==> config.mk <==
export PLATFORM = sky130hd
export DESIGN_NAME = jpeg_scan_start_finder
export DESIGN_NICKNAME = d
export VERILOG_FILES = /design/src/hw/rtl/jss_pkg.sv /design/src/hw/rtl/jss_in_reg.sv /design/src/hw/rtl/jss_parser.sv /design/src/hw/rtl/jss_out_reg.sv /design/src/hw/rtl/jpeg_scan_start_finder.sv
export SDC_FILE = /design/constraint.sdc
export NUM_CORES = 1
export LEC_CHECK = 0
export BUFFER_PORTS_ARGS = -buffer_cell sky130_fd_sc_hd__buf_2
export CAP_MARGIN = 30
export CORE_ASPECT_RATIO = 1.4
export CORE_MARGIN = 3
export CORE_UTILIZATION = 40
export CTS_CLUSTER_DIAMETER = 100
export DETAILED_ROUTE_END_ITERATION = 10
export PLACE_DENSITY = 0.57
export RECOVER_POWER = 25
export SLEW_MARGIN = 10
export SYNTH_ARGS = -nofsm -noshare
export SYNTH_HDL_FRONTEND = slang
export SYNTH_SLANG_ARGS = --single-unit
==> constraint.sdc <==
create_clock -name clk_i -period 10.7 [get_ports clk_i]
set_clock_uncertainty 0.2 [all_clocks]
set_input_delay 0 -clock clk_i [delete_from_list [all_inputs] [get_ports clk_i]]
set_output_delay 0 -clock clk_i [all_outputs]
set_load 0.005 [all_outputs]
==> src/hw/rtl/jss_pkg.sv <==
package jss_pkg;

  // Width of the byte position counter; it saturates at its maximum.
  localparam int unsigned OFFSET_BITS = 32;
  localparam int unsigned LEN_BITS    = 32;
  localparam int unsigned OUT_BITS    = 32;
  // Compare width: wide enough for position plus a 16-bit length, no wrap.
  localparam int unsigned CMP_W = ((OFFSET_BITS > LEN_BITS) ? OFFSET_BITS : LEN_BITS) + 2;

  localparam logic [2:0] ST_SEARCH     = 3'd0;
  localparam logic [2:0] ST_FOUND      = 3'd1;
  localparam logic [2:0] ST_BAD_START  = 3'd2;
  localparam logic [2:0] ST_MISALIGNED = 3'd3;
  localparam logic [2:0] ST_END_EARLY  = 3'd4;
  localparam logic [2:0] ST_TRUNCATED  = 3'd5;
  localparam logic [2:0] ST_BAD_LENGTH = 3'd6;
  localparam logic [2:0] ST_MISSING    = 3'd7;

  localparam logic [7:0] BYTE_FILL = 8'hff;
  localparam logic [7:0] BYTE_SOI  = 8'hd8;
  localparam logic [7:0] BYTE_EOI  = 8'hd9;
  localparam logic [7:0] BYTE_SOS  = 8'hda;
  localparam logic [7:0] BYTE_RST0 = 8'hd0;
  localparam logic [7:0] BYTE_RST7 = 8'hd7;

  typedef struct packed {
    logic [7:0] data_byte;
    logic       start_of_file;
  } item_t;

  typedef struct packed {
    logic [2:0]          status;
    logic [OUT_BITS-1:0] scan_offset;
  } result_t;

endpackage

==> src/hw/rtl/jss_in_reg.sv <==
module jss_in_reg (
  input  logic          clk_i,
  input  logic          rst_ni,
  input  logic          in_valid_i,
  output logic          in_stall_o,
  input  jss_pkg::item_t item_i,
  input  logic          adv_i,
  output logic          valid_o,
  output jss_pkg::item_t item_o
);

  logic           valid_q, valid_d;
  logic           in_fire;
  jss_pkg::item_t item_q;

  assign in_stall_o = valid_q & ~adv_i;
  assign in_fire    = in_valid_i & ~in_stall_o;
  assign valid_d    = in_fire | (valid_q & ~adv_i);

  always_ff @(posedge clk_i or negedge rst_ni) begin
    if (!rst_ni) begin
      valid_q <= 1'b0;
    end else begin
      valid_q <= valid_d;
    end
  end

  always_ff @(posedge clk_i) begin
    if (in_fire) begin
      item_q <= item_i;
    end
  end

  assign valid_o = valid_q;
  assign item_o  = item_q;

endmodule

==> src/hw/rtl/jss_parser.sv <==
module jss_parser (
  input  logic                   clk_i,
  input  logic                   rst_ni,
  input  logic                   fire_i,
  input  jss_pkg::item_t          item_i,
  input  logic [jss_pkg::LEN_BITS-1:0] file_length_i,
  output jss_pkg::result_t        result_o
);

  localparam logic [2:0] PH_IDLE   = 3'd0;
  localparam logic [2:0] PH_SOI1   = 3'd1;
  localparam logic [2:0] PH_ALIGN  = 3'd2;
  localparam logic [2:0] PH_FILL   = 3'd3;
  localparam logic [2:0] PH_LEN_HI = 3'd4;
  localparam logic [2:0] PH_LEN_LO = 3'd5;
  localparam logic [2:0] PH_SKIP   = 3'd6;

  localparam int unsigned PW = jss_pkg::OFFSET_BITS;
  localparam int unsigned CW = jss_pkg::CMP_W;
  localparam int unsigned OW = jss_pkg::OUT_BITS;

  logic [2:0]    phase_q, phase_d;
  logic [PW-1:0] pos_q, pos_d;
  logic [7:0]    len_hi_q, len_hi_d;
  logic [15:0]   skip_q, skip_d;
  logic          seen_q, seen_d;
  logic [2:0]    held_st_q, held_st_d;
  logic [OW-1:0] held_off_q, held_off_d;

  logic [PW-1:0] p;
  logic [CW-1:0] p_w, len_w, seg_w, end_w;
  logic [15:0]   seg, skip_dec;
  logic [7:0]    b;
  logic          vd;
  logic [2:0]    vd_st;
  logic          ignore;
  logic          room5;

  assign b     = item_i.data_byte;
  assign len_w = CW'(file_length_i);
  assign seg   = {len_hi_q, b};
  assign seg_w = CW'(seg);
  assign skip_dec = (skip_q != 16'd0) ? (skip_q - 16'd1) : skip_q;

  always_comb begin
    phase_d    = phase_q;
    len_hi_d   = len_hi_q;
    skip_d     = skip_q;
    seen_d     = seen_q;
    held_st_d  = held_st_q;
    held_off_d = held_off_q;
    vd         = 1'b0;
    vd_st      = jss_pkg::ST_SEARCH;
    ignore     = 1'b0;
    p          = pos_q;

    if (item_i.start_of_file) begin
      p          = '0;
      len_hi_d   = '0;
      skip_d     = '0;
      seen_d     = 1'b0;
      held_st_d  = jss_pkg::ST_SEARCH;
      held_off_d = '0;
      phase_d    = PH_SOI1;
    end
    p_w   = CW'(p);
    room5 = (p_w + CW'(5)) <= len_w;
    // Segment end, counted from the byte after the marker (p - 1).
    end_w = p_w - CW'(1) + seg_w;

    if (item_i.start_of_file) begin
      if (file_length_i < jss_pkg::LEN_BITS'(4) || b != jss_pkg::BYTE_FILL) begin
        vd    = 1'b1;
        vd_st = jss_pkg::ST_BAD_START;
      end
    end else begin
      unique case (phase_q)
        PH_SOI1: begin
          if (b != jss_pkg::BYTE_SOI) begin
            vd    = 1'b1;
            vd_st = jss_pkg::ST_BAD_START;
          end else if (!room5) begin
            vd    = 1'b1;
            vd_st = jss_pkg::ST_MISSING;
          end else begin
            phase_d = PH_ALIGN;
          end
        end
        PH_ALIGN: begin
          if (b != jss_pkg::BYTE_FILL) begin
            vd    = 1'b1;
            vd_st = jss_pkg::ST_MISALIGNED;
          end else begin
            phase_d = PH_FILL;
            if ((p_w + CW'(2)) > len_w) begin
              vd    = 1'b1;
              vd_st = jss_pkg::ST_MISSING;
            end
          end
        end
        PH_FILL: begin
          priority if (b == jss_pkg::BYTE_FILL) begin
            if ((p_w + CW'(2)) > len_w) begin
              vd    = 1'b1;
              vd_st = jss_pkg::ST_MISSING;
            end
          end else if (b == jss_pkg::BYTE_EOI) begin
            vd    = 1'b1;
            vd_st = jss_pkg::ST_END_EARLY;
          end else if (b == jss_pkg::BYTE_SOI ||
                       (b >= jss_pkg::BYTE_RST0 && b <= jss_pkg::BYTE_RST7)) begin
            if (!room5) begin
              vd    = 1'b1;
              vd_st = jss_pkg::ST_MISSING;
            end else begin
              phase_d = PH_ALIGN;
            end
          end else if ((p_w + CW'(3)) > len_w) begin
            vd    = 1'b1;
            vd_st = jss_pkg::ST_TRUNCATED;
          end else begin
            seen_d  = (b == jss_pkg::BYTE_SOS);
            phase_d = PH_LEN_HI;
          end
        end
        PH_LEN_HI: begin
          len_hi_d = b;
          phase_d  = PH_LEN_LO;
        end
        PH_LEN_LO: begin
          if (seg < 16'd2 || end_w > len_w) begin
            vd    = 1'b1;
            vd_st = jss_pkg::ST_BAD_LENGTH;
          end else if (seen_q) begin
            vd    = 1'b1;
            vd_st = jss_pkg::ST_FOUND;
          end else if (seg == 16'd2) begin
            if (!room5) begin
              vd    = 1'b1;
              vd_st = jss_pkg::ST_MISSING;
            end else begin
              phase_d = PH_ALIGN;
            end
          end else begin
            skip_d  = seg - 16'd2;
            phase_d = PH_SKIP;
          end
        end
        PH_SKIP: begin
          skip_d = skip_dec;
          if (skip_dec == 16'd0) begin
            if (!room5) begin
              vd    = 1'b1;
              vd_st = jss_pkg::ST_MISSING;
            end else begin
              phase_d = PH_ALIGN;
            end
          end
        end
        default: begin
          // Idle: ignore the byte and repeat the held verdict.
          ignore = 1'b1;
        end
      endcase
    end

    if (vd) begin
      phase_d    = PH_IDLE;
      held_st_d  = vd_st;
      held_off_d = (vd_st == jss_pkg::ST_FOUND) ? OW'(end_w) : '0;
    end

    pos_d = pos_q;
    if (!ignore) begin
      pos_d = (p != {PW{1'b1}}) ? (p + PW'(1)) : p;
    end

    if (ignore) begin
      result_o.status      = held_st_q;
      result_o.scan_offset = held_off_q;
    end else begin
      result_o.status      = vd_st;
      result_o.scan_offset = (vd_st == jss_pkg::ST_FOUND) ? held_off_d : '0;
    end
  end

  always_ff @(posedge clk_i or negedge rst_ni) begin
    if (!rst_ni) begin
      phase_q    <= PH_IDLE;
      pos_q      <= '0;
      len_hi_q   <= '0;
      skip_q     <= '0;
      seen_q     <= 1'b0;
      held_st_q  <= jss_pkg::ST_SEARCH;
      held_off_q <= '0;
    end else if (fire_i) begin
      phase_q    <= phase_d;
      pos_q      <= pos_d;
      len_hi_q   <= len_hi_d;
      skip_q     <= skip_d;
      seen_q     <= seen_d;
      held_st_q  <= held_st_d;
      held_off_q <= held_off_d;
    end
  end

endmodule

==> src/hw/rtl/jss_out_reg.sv <==
module jss_out_reg (
  input  logic             clk_i,
  input  logic             rst_ni,
  input  logic             load_i,
  input  jss_pkg::result_t  result_i,
  input  logic             out_stall_i,
  output logic             free_o,
  output logic             out_valid_o,
  output jss_pkg::result_t  result_o
);

  logic             valid_q, valid_d;
  jss_pkg::result_t result_q;

  assign free_o  = ~valid_q | ~out_stall_i;
  assign valid_d = load_i | (valid_q & out_stall_i);

  always_ff @(posedge clk_i or negedge rst_ni) begin
    if (!rst_ni) begin
      valid_q <= 1'b0;
    end else begin
      valid_q <= valid_d;
    end
  end

  always_ff @(posedge clk_i) begin
    if (load_i) begin
      result_q <= result_i;
    end
  end

  assign out_valid_o = valid_q;
  assign result_o    = result_q;

endmodule

==> src/hw/rtl/jpeg_scan_start_finder.sv <==
// JPEG scan start finder. Feed the file one byte per word, with
// start_of_file_i set on byte 0; every byte yields exactly one result word.
// status_o reads 0 while still searching, 1 once an SOS segment length is
// accepted (scan_offset_o then holds the offset just past that segment),
// and 2..7 for bad start, misaligned marker, EOI before scan, truncated
// length, bad length and missing scan. Once a verdict is given it repeats on
// every further byte until the next start_of_file_i. Write file_length over
// the cfg port before the file's bytes, while the block is idle. Throughput
// is one byte per clock while out_stall_i is low; bytes pass the input
// register, parse logic and result register. cfg_ready_o is always high.
module jpeg_scan_start_finder (
  input  logic                       clk_i,
  input  logic                       rst_ni,
  // byte input
  input  logic                       in_valid_i,
  output logic                       in_stall_o,
  input  logic [7:0]                 data_byte_i,
  input  logic                       start_of_file_i,
  // result output
  output logic                       out_valid_o,
  input  logic                       out_stall_i,
  output logic [2:0]                 status_o,
  output logic [jss_pkg::OUT_BITS-1:0] scan_offset_o,
  // file length register write
  input  logic                       cfg_valid_i,
  output logic                       cfg_ready_o,
  input  logic [jss_pkg::LEN_BITS-1:0] cfg_file_length_i
);

  logic [jss_pkg::LEN_BITS-1:0] file_length_q;

  jss_pkg::item_t   in_item, s1_item;
  jss_pkg::result_t parse_res, out_res;
  logic             s1_valid, s2_free, s1_fire;

  // Config register, always ready.
  assign cfg_ready_o = 1'b1;

  always_ff @(posedge clk_i or negedge rst_ni) begin
    if (!rst_ni) begin
      file_length_q <= '0;
    end else if (cfg_valid_i && cfg_ready_o) begin
      file_length_q <= cfg_file_length_i;
    end
  end

  assign in_item.data_byte     = data_byte_i;
  assign in_item.start_of_file = start_of_file_i;

  // Stage 1: input register; moves on whenever the result register frees up.
  jss_in_reg u_in (
    .clk_i      (clk_i),
    .rst_ni     (rst_ni),
    .in_valid_i (in_valid_i),
    .in_stall_o (in_stall_o),
    .item_i     (in_item),
    .adv_i      (s2_free),
    .valid_o    (s1_valid),
    .item_o     (s1_item)
  );

  assign s1_fire = s1_valid & s2_free;

  // Parse state advances exactly once per byte, when it moves to stage 2.
  jss_parser u_parse (
    .clk_i         (clk_i),
    .rst_ni        (rst_ni),
    .fire_i        (s1_fire),
    .item_i        (s1_item),
    .file_length_i (file_length_q),
    .result_o      (parse_res)
  );

  // Stage 2: result register.
  jss_out_reg u_out (
    .clk_i       (clk_i),
    .rst_ni      (rst_ni),
    .load_i      (s1_fire),
    .result_i    (parse_res),
    .out_stall_i (out_stall_i),
    .free_o      (s2_free),
    .out_valid_o (out_valid_o),
    .result_o    (out_res)
  );

  assign status_o      = out_res.status;
  assign scan_offset_o = out_res.scan_offset;

endmodule

==> results by group, run 1 <==
Critical path
  – Path depth of the worst reg2reg path: 31
  – Max stage delay on crit path: 590 ps
  – Worst Setup End Kind: flip-flop
  – Setup CP Type: reg2reg
  – Crit-path most repeated cell: ha_1
  – Worst endpoint data arrival time: 9460 ps
  – Worst Path Max Fanout: 33
  – Req. time, crit path: ~11000 ps
  – Reg2reg end: u_parse.held_st_q[2]
  – Reg-to-reg startpoint: u_parse.pos_q[0]
  – Startpoint Class: flip-flop
  – Flop2flop setup slack: 1390 ps
  – Critical path's slowest cell: nor4b_1

Final layout
  – Commonest non-fill, non-tap cell in the layout: nand2_1
  – Most frequent cells in the layout: nand2_1, nor2_1, ha_1
  – Post-route non-filler standard cell count: 2563
  – Area growth syn-to-layout: 13.5%
  – Layout cell share with drive strength beyond 1: 0.0799
  – Ant diodes: 0
  – Layout Nets: 2229

Power
  – Leak: 7.42 nW
  – Psw: 1.38 mW
  – Combinational fraction of design power: 0.504
  – Pwr Total: approximately 3 mW
  – Clk pwr share: 0.228
  – Sw frac: 0.472
  – VDD IR-drop max: roughly 0.11 mV
  – Internal power: approximately 1.5 mW
  – Seq pwr share: 0.268
  – Power density cells: 163 nW/um^2

Logic synthesis
  – Post-synth top flop: dfrtp_1
  – Syn_nets: 2140
  – Post-synthesis cell count: approximately 1900
  – Area contributors post-synth: dfrtp_1, ha_1, edfxtp_1
  – Synthesis-stage register bit count: around 170
  – Post-synth EDFFs: 44
  – Sequential area share after synthesis: 0.288
  – Warnings, synthesis: 0
  – Avg Cell Area, Syn: 8.14 um^2
  – Post-synth cell types: 91
  – Share of the synthesized area in the top cell type: 0.205
  – Post-synth ARST share: 0.746
  – Synth area leader: dfrtp_1
  – Synth Cell Area: roughly 16000 um^2

Floorplanning
  – Core area: ~39000 um^2
  – Num rows: 85
  – Die extent in x: 174 um
  – Number of I/O pins: 84
  – Starting Density: 0.408
  – Die Y: 241 um
  – Die area: 41900 um^2

CTS
  – CTS H-tree lvls: 4
  – Root Driver: clkbuf_16
  – CTS sink cnt: 173
  – Clock-pin slew on the worst setup and hold paths: about 80 ps
  – Clock Path Buffers: 2
  – CTS tree: yes
  – Postcts setup bufs: 0
  – Cts bufs inserted: 17
  – Clk_lat worst skew: 480 ps

Status
  – Failing checks: capacitance limit, slew limit
  – Status: finished with violations

STA
  – Final setup violation count: 0
  – RSZ-0062 raised after global routing: no
  – Fin. Hold Viols: 0
  – Final min period: 9310 ps
  – Slew Limit Fails: 72
  – Slew HR: -1.71
  – Worst slew pin tran: between 4000 and 5000 ps
  – Period utilization: 0.870
  – Fmax: 107 MHz
  – Setup TNS: 0 ps
  – Worst setup margin: 1390 ps

Routing
  – Residual DRC: 0
  – DRT Pass-1 Iters: 6
  – ANT nets after route: 0
  – Routed wire per std cell: 24.6 um
  – Total number of vias: between 15000 and 20000
  – DR iter-0 viols: between 1500 and 2000
  – Detailed Route WL: 63000 um
  – Vias/cell: slightly above 6

Worst hold path
  – Cell depth of the worst hold path: 2
  – Hold Crit Class: in2reg
  – Hold EP: u_in.item_o[2]
  – Min-delay src: data_byte_i[1]

GRT
  – GRT Overall Usage: 0.297
  – Largest net degree at the start of global routing: 74
  – Vias in the first global route: roughly 15000
  – First-pass GRT wire length: 94200 um
  – Antenna violations before repair: 1
  – Remaining global-route overflow: 0

Run
  – Max Cap Viol: 1

Place
  – Port Buffers: 82
  – Dpl cells: between 2000 and 2500
  – HPWL after DPL: 49100 um
  – Dpl ws: 1620 ps
  – GPL Wtd Cong: 1.11
-- Yosys cell counts (all sizes together), types with 9 or more instances --
library cell / n
and4: 9
a31oi: 14
buf: 23
a21o: 15
or3: 21
o21ai: 143
nor3: 56
a221oi: 9
nand4: 45
clkbuf: 91
and3: 15
nand2b: 34
mux2i: 13
or4: 17
and2: 9
nand2: 231
xnor2: 110
nand3: 52
o22ai: 10
or2: 16
nor2b: 24
a22o: 28
nor4: 36
o2bb2ai: 15
ha: 154
a21oi: 104
nor2: 177
edfxtp: 44
a32o: 9
dfrtp: 129
inv: 85
o31ai: 9
xor2: 47
mux2: 10
a211oi: 18
o211ai: 14
-- layer usage --
metal / vias to the layer above / global-route usage / wire (um)
met4: 2 / 0.226 / 5640
met1: 7445 / 0.324 / 23100
met3: 238 / 0.0438 / 3460
li1: 7200 / - / -
met5: - / 0 / 20
met2: 704 / 0.522 / 30800
-- cell families after synthesis --
family                     Yosys count  synth area share
other                                1          0.000238
adders and majority gates          155             0.123
buffers and inverters              199            0.0515
muxes                               23            0.0154
xor gates and xnor gates           157            0.0871
AOI/OAI and AO/OA                  455             0.188
and+or+nand+nor                    776             0.246
DFF                                173             0.288
-- power by group through the flow --
stage | clock network, mW | logic, mW | registers (mW)
3_5_place_dp | 0 | 1.42 | 0.794
4_1_cts | 0.679 | 1.45 | 0.780
6_report | 0.665 | 1.47 | 0.783
5_1_grt | 0.703 | 1.59 | 0.788
3_3_place_gp | 0 | 1.40 | 0.793
2_1_floorplan | 0 | 0.953 | 0.765
-- stage by stage --
step                hold WS (ps)  utilization  cell area, um^2
floorplan                   -496            -            15800
global placement            -121        0.427            16500
detailed placement          -113        0.427            16500
CTS                       0.0985        0.464            18000
finish                      47.6        0.463            17900
global route                48.1        0.463            17900
-- sequential cells by signal (all words and copies together) (netlist names) --
register	count
u_out.result_o	35
file_length_q	32
u_parse.held_off_q	32
u_parse.pos_q	32
u_parse.skip_q	16
u_in.item_o	9
u_parse.len_hi_q	8
u_parse.held_st_q	3
u_parse.phase_q	3
u_in.valid_o	1
u_out.out_valid_o	1
u_parse.seen_q	1
-- cell type report --
class	count	area [um^2]
Clock buffer	17	425
Clock inverter	15	209
Fill cell	3896	20800
Inverter	85	319
Multi-Input combinational cell	1567	10400
Sequential cell	173	4550
Tap cell	522	653
Timing Repair Buffer	184	1330
-- critical path: cells and delay by family, from the launching register on --
family | cells | cell delay (ps)
flip-flops | 1 | 430
multiplexers | 1 | 390
buffers and inverters | 4 | 880
adder cells (fa/ha/maj) | 3 | 1040
AO/OA/AOI/OAI | 8 | 2090
XOR/XNOR | 2 | 520
AND/OR/NAND/NOR | 13 | 3630
-- what timing repair did --
| action | 4_1_cts | 5_1_grt |
|---|---|---|
| resized for setup | 0 | 0 |
| hold endpoints to repair | 127 | 7 |
| hold buffers | 78 | 1 |
-- worst max path at each step --
| stage | cells past startpoint | endpoint | start | slack (ps) |
|---|---|---|---|---|
| finish | 31 | u_parse.held_st_q[2] | u_parse.pos_q[0] | 1390 |
| global route | 31 | u_parse.held_st_q[2] | u_parse.pos_q[0] | 860 |
| detailed placement | 31 | u_parse.held_st_q[2] | u_parse.pos_q[0] | 1620 |
| global placement | 31 | u_parse.held_st_q[2] | u_parse.pos_q[0] | 2020 |
| CTS | 31 | u_parse.held_st_q[2] | u_parse.pos_q[0] | 1570 |
| floorplan | 37 | u_parse.held_st_q[0] | u_in.item_o[0] | 1770 |
(Power assumes the default switching activity.)
==> inputs of run 2 (changes only) <==
CORE_MARGIN = 1.5   (was 3)
==> run 2 against run 1 <==
The flow still finishes with violations (capacitance limit, slew limit); global-route usage up 1.7 points; total power up 1.6%; worst hold slack worse by 23 ps; largest power group unchanged.
==> results by group, run 2 (synthesized netlist as in run 1, its figures left out) <==
Critical path
  – Reg2reg end: u_parse.held_st_q[2]
  – Req. time, crit path: 10850 ps
  – Path depth of the worst reg2reg path: 31
  – Reg-to-reg startpoint: u_in.item_o[0]
  – Flop2flop setup slack: 1170 ps
  – Worst Path Max Fanout: 62
  – Max stage delay on crit path: 620 ps
  – Startpoint Class: flip-flop
  – Worst endpoint data arrival time: slightly below 10000 ps
  – Setup CP Type: reg2reg
  – Critical path's slowest cell: o21ai_0
  – Worst Setup End Kind: flip-flop

GRT
  – GR Layer Usage met1: 0.342
  – First-pass GRT wire length: about 94000 um
  – Busiest grt layer: met2
  – M3 GR Usage: 0.0441
  – Antenna violations before repair: 0
  – Remaining global-route overflow: 0
  – Met2 Usage GRT: 0.544
  – Largest net degree at the start of global routing: 70
  – Vias in the first global route: about 15000
  – GRT Overall Usage: 0.314

CTS
  – CTS sink cnt: 173
  – Cts bufs inserted: 17
  – CTS Hold Bufs: 89
  – Root Driver: clkbuf_16
  – CTS H-tree lvls: 4
  – Postcts setup bufs: 0
  – Post-cts sizing count: 0
  – Clock Path Buffers: 2
  – Clk_lat worst skew: 480 ps
  – Clock-pin slew on the worst setup and hold paths: 90 ps
  – CTS tree: yes

STA
  – Hold slack: 24.2 ps
  – Final min period: 9530 ps
  – Final setup violation count: 0
  – Slew HR: -1.38
  – Fin. Hold Viols: 0
  – Period utilization: 0.891
  – RSZ-0062 raised after global routing: no
  – Fmax: 105 MHz
  – Slew Limit Fails: 67
  – Worst slew pin tran: 3570 ps
  – Setup TNS: 0 ps

Floorplanning
  – Die Y: roughly 240 um
  – Die area: 40700 um^2
  – Core area: 38700 um^2
  – Number of I/O pins: 84
  – Starting Density: 0.408
  – Num rows: 85
  – Die extent in x: 171 um

Final layout
  – Register Area: 4550 um^2
  – Most frequent cells in the layout: nand2_1, nor2_1, ha_1
  – Commonest non-fill, non-tap cell in the layout: nand2_1
  – Fillers: ~3900
  – Final Util: 0.466
  – Max reg flops: 35
  – Ant diodes: 0
  – Multi-input combinational cell area: around 10000 um^2
  – Area growth syn-to-layout: 14.3%
  – Layout Nets: between 2000 and 2500
  – Non-Filler Cell Area, Final: 18000 um^2
  – Post-route non-filler standard cell count: 2575
  – Layout cell share with drive strength beyond 1: 0.0843

Routing
  – Routed wire per std cell: approximately 24 um
  – Detailed Route WL: 63000 um
  – Vias/cell: slightly above 6
  – Residual DRC: 0
  – DRT Pass-1 Iters: 6
  – DR iter-0 viols: 1578
  – ANT nets after route: 0
  – Total number of vias: 15700

Run
  – Max Cap Viol: 1

Place
  – Dpl cells: 2453
  – Placed Instance Area: 16500 um^2
  – Port Buffers: between 80 and 90
  – GPL Wtd Cong: 1.06
  – HPWL after DPL: 48700 um

Status
  – Failing checks: capacitance limit, slew limit
  – Status: finished with violations

Worst hold path
  – Min-delay src: cfg_valid_i
  – Hold EP: file_length_q[1]
  – Hold Crit Class: in2reg
  – Cell depth of the worst hold path: 2

Power
  – Power density cells: 164 nW/um^2
  – Leak: 7.51 nW
  – VDD IR-drop max: 0.120 mV
==> run 2: cell count changes in the layout (fill, tap and decap cells not counted) <==
| cell | delta |
|---|---|
| inv_12 | -1 |
| clkinv_8 | +1 |
| clkbuf_1 | -8 |
| clkinvlp_4 | -1 |
| dlygate4sd3_1 | +10 |
| inv_6 | +1 |
| buf_4 | +2 |
| buf_2 | +8 |
==> run 2: routing by layer <==
layer / up-vias / wire, um
met5: - / 0
met4: 0 / 5540
met3: 220 / 3200
met2: 675 / 31000
met1: 7576 / 23300
li1: 7225 / -
==> run 2: how the worst max path moves through the flow <==
stage	start	endpoint	slack (ps)	depth (start not counted)
6_report	u_in.item_o[0]	u_parse.held_st_q[2]	1170	31
5_1_grt	u_parse.pos_q[0]	u_parse.held_st_q[2]	580	31
4_1_cts	u_in.item_o[0]	u_parse.held_st_q[2]	1410	31
3_5_place_dp	u_in.item_o[0]	u_parse.held_st_q[2]	1400	31
3_3_place_gp	u_parse.pos_q[0]	u_parse.held_st_q[2]	1730	31
2_1_floorplan	u_in.item_o[0]	u_parse.held_st_q[0]	1770	37
==> run 2: report_power, final <==
part           total, mW  internal [mW]  switching (mW)
Clock              0.666          0.323           0.343
Sequential         0.781          0.724          0.0572
Combinational       1.52          0.501            1.02
==> run 2: critical path, delay by kind of cell (launching register included) <==
kind                     cells  cell delay [ps]
flip-flops                   1              420
buffers and inverters        3             1080
adder cells (fa/ha/maj)      3             1030
multiplexers                 2              770
AND/OR/NAND/NOR             10             2570
AO/OA/AOI/OAI               13             3330
==> run 2: cell type report <==
cell class / count / share of cell area
multi-input combinational: 1567 / 0.578
sequential: 173 / 0.252
timing repair buffer: 196 / 0.0809
tap: 522 / 0.0362
clock buffer: 17 / 0.0236
inverter: 85 / 0.0177
clock inverter: 15 / 0.0117
==> run 2: through the flow <==
step | power [mW] | setup slack (ps)
floorplan | 1.72 | 1770
global placement | 2.22 | 1730
detailed placement | 2.24 | 1400
CTS | 2.94 | 1410
global route | 3.12 | 577
finish | 2.97 | 1170
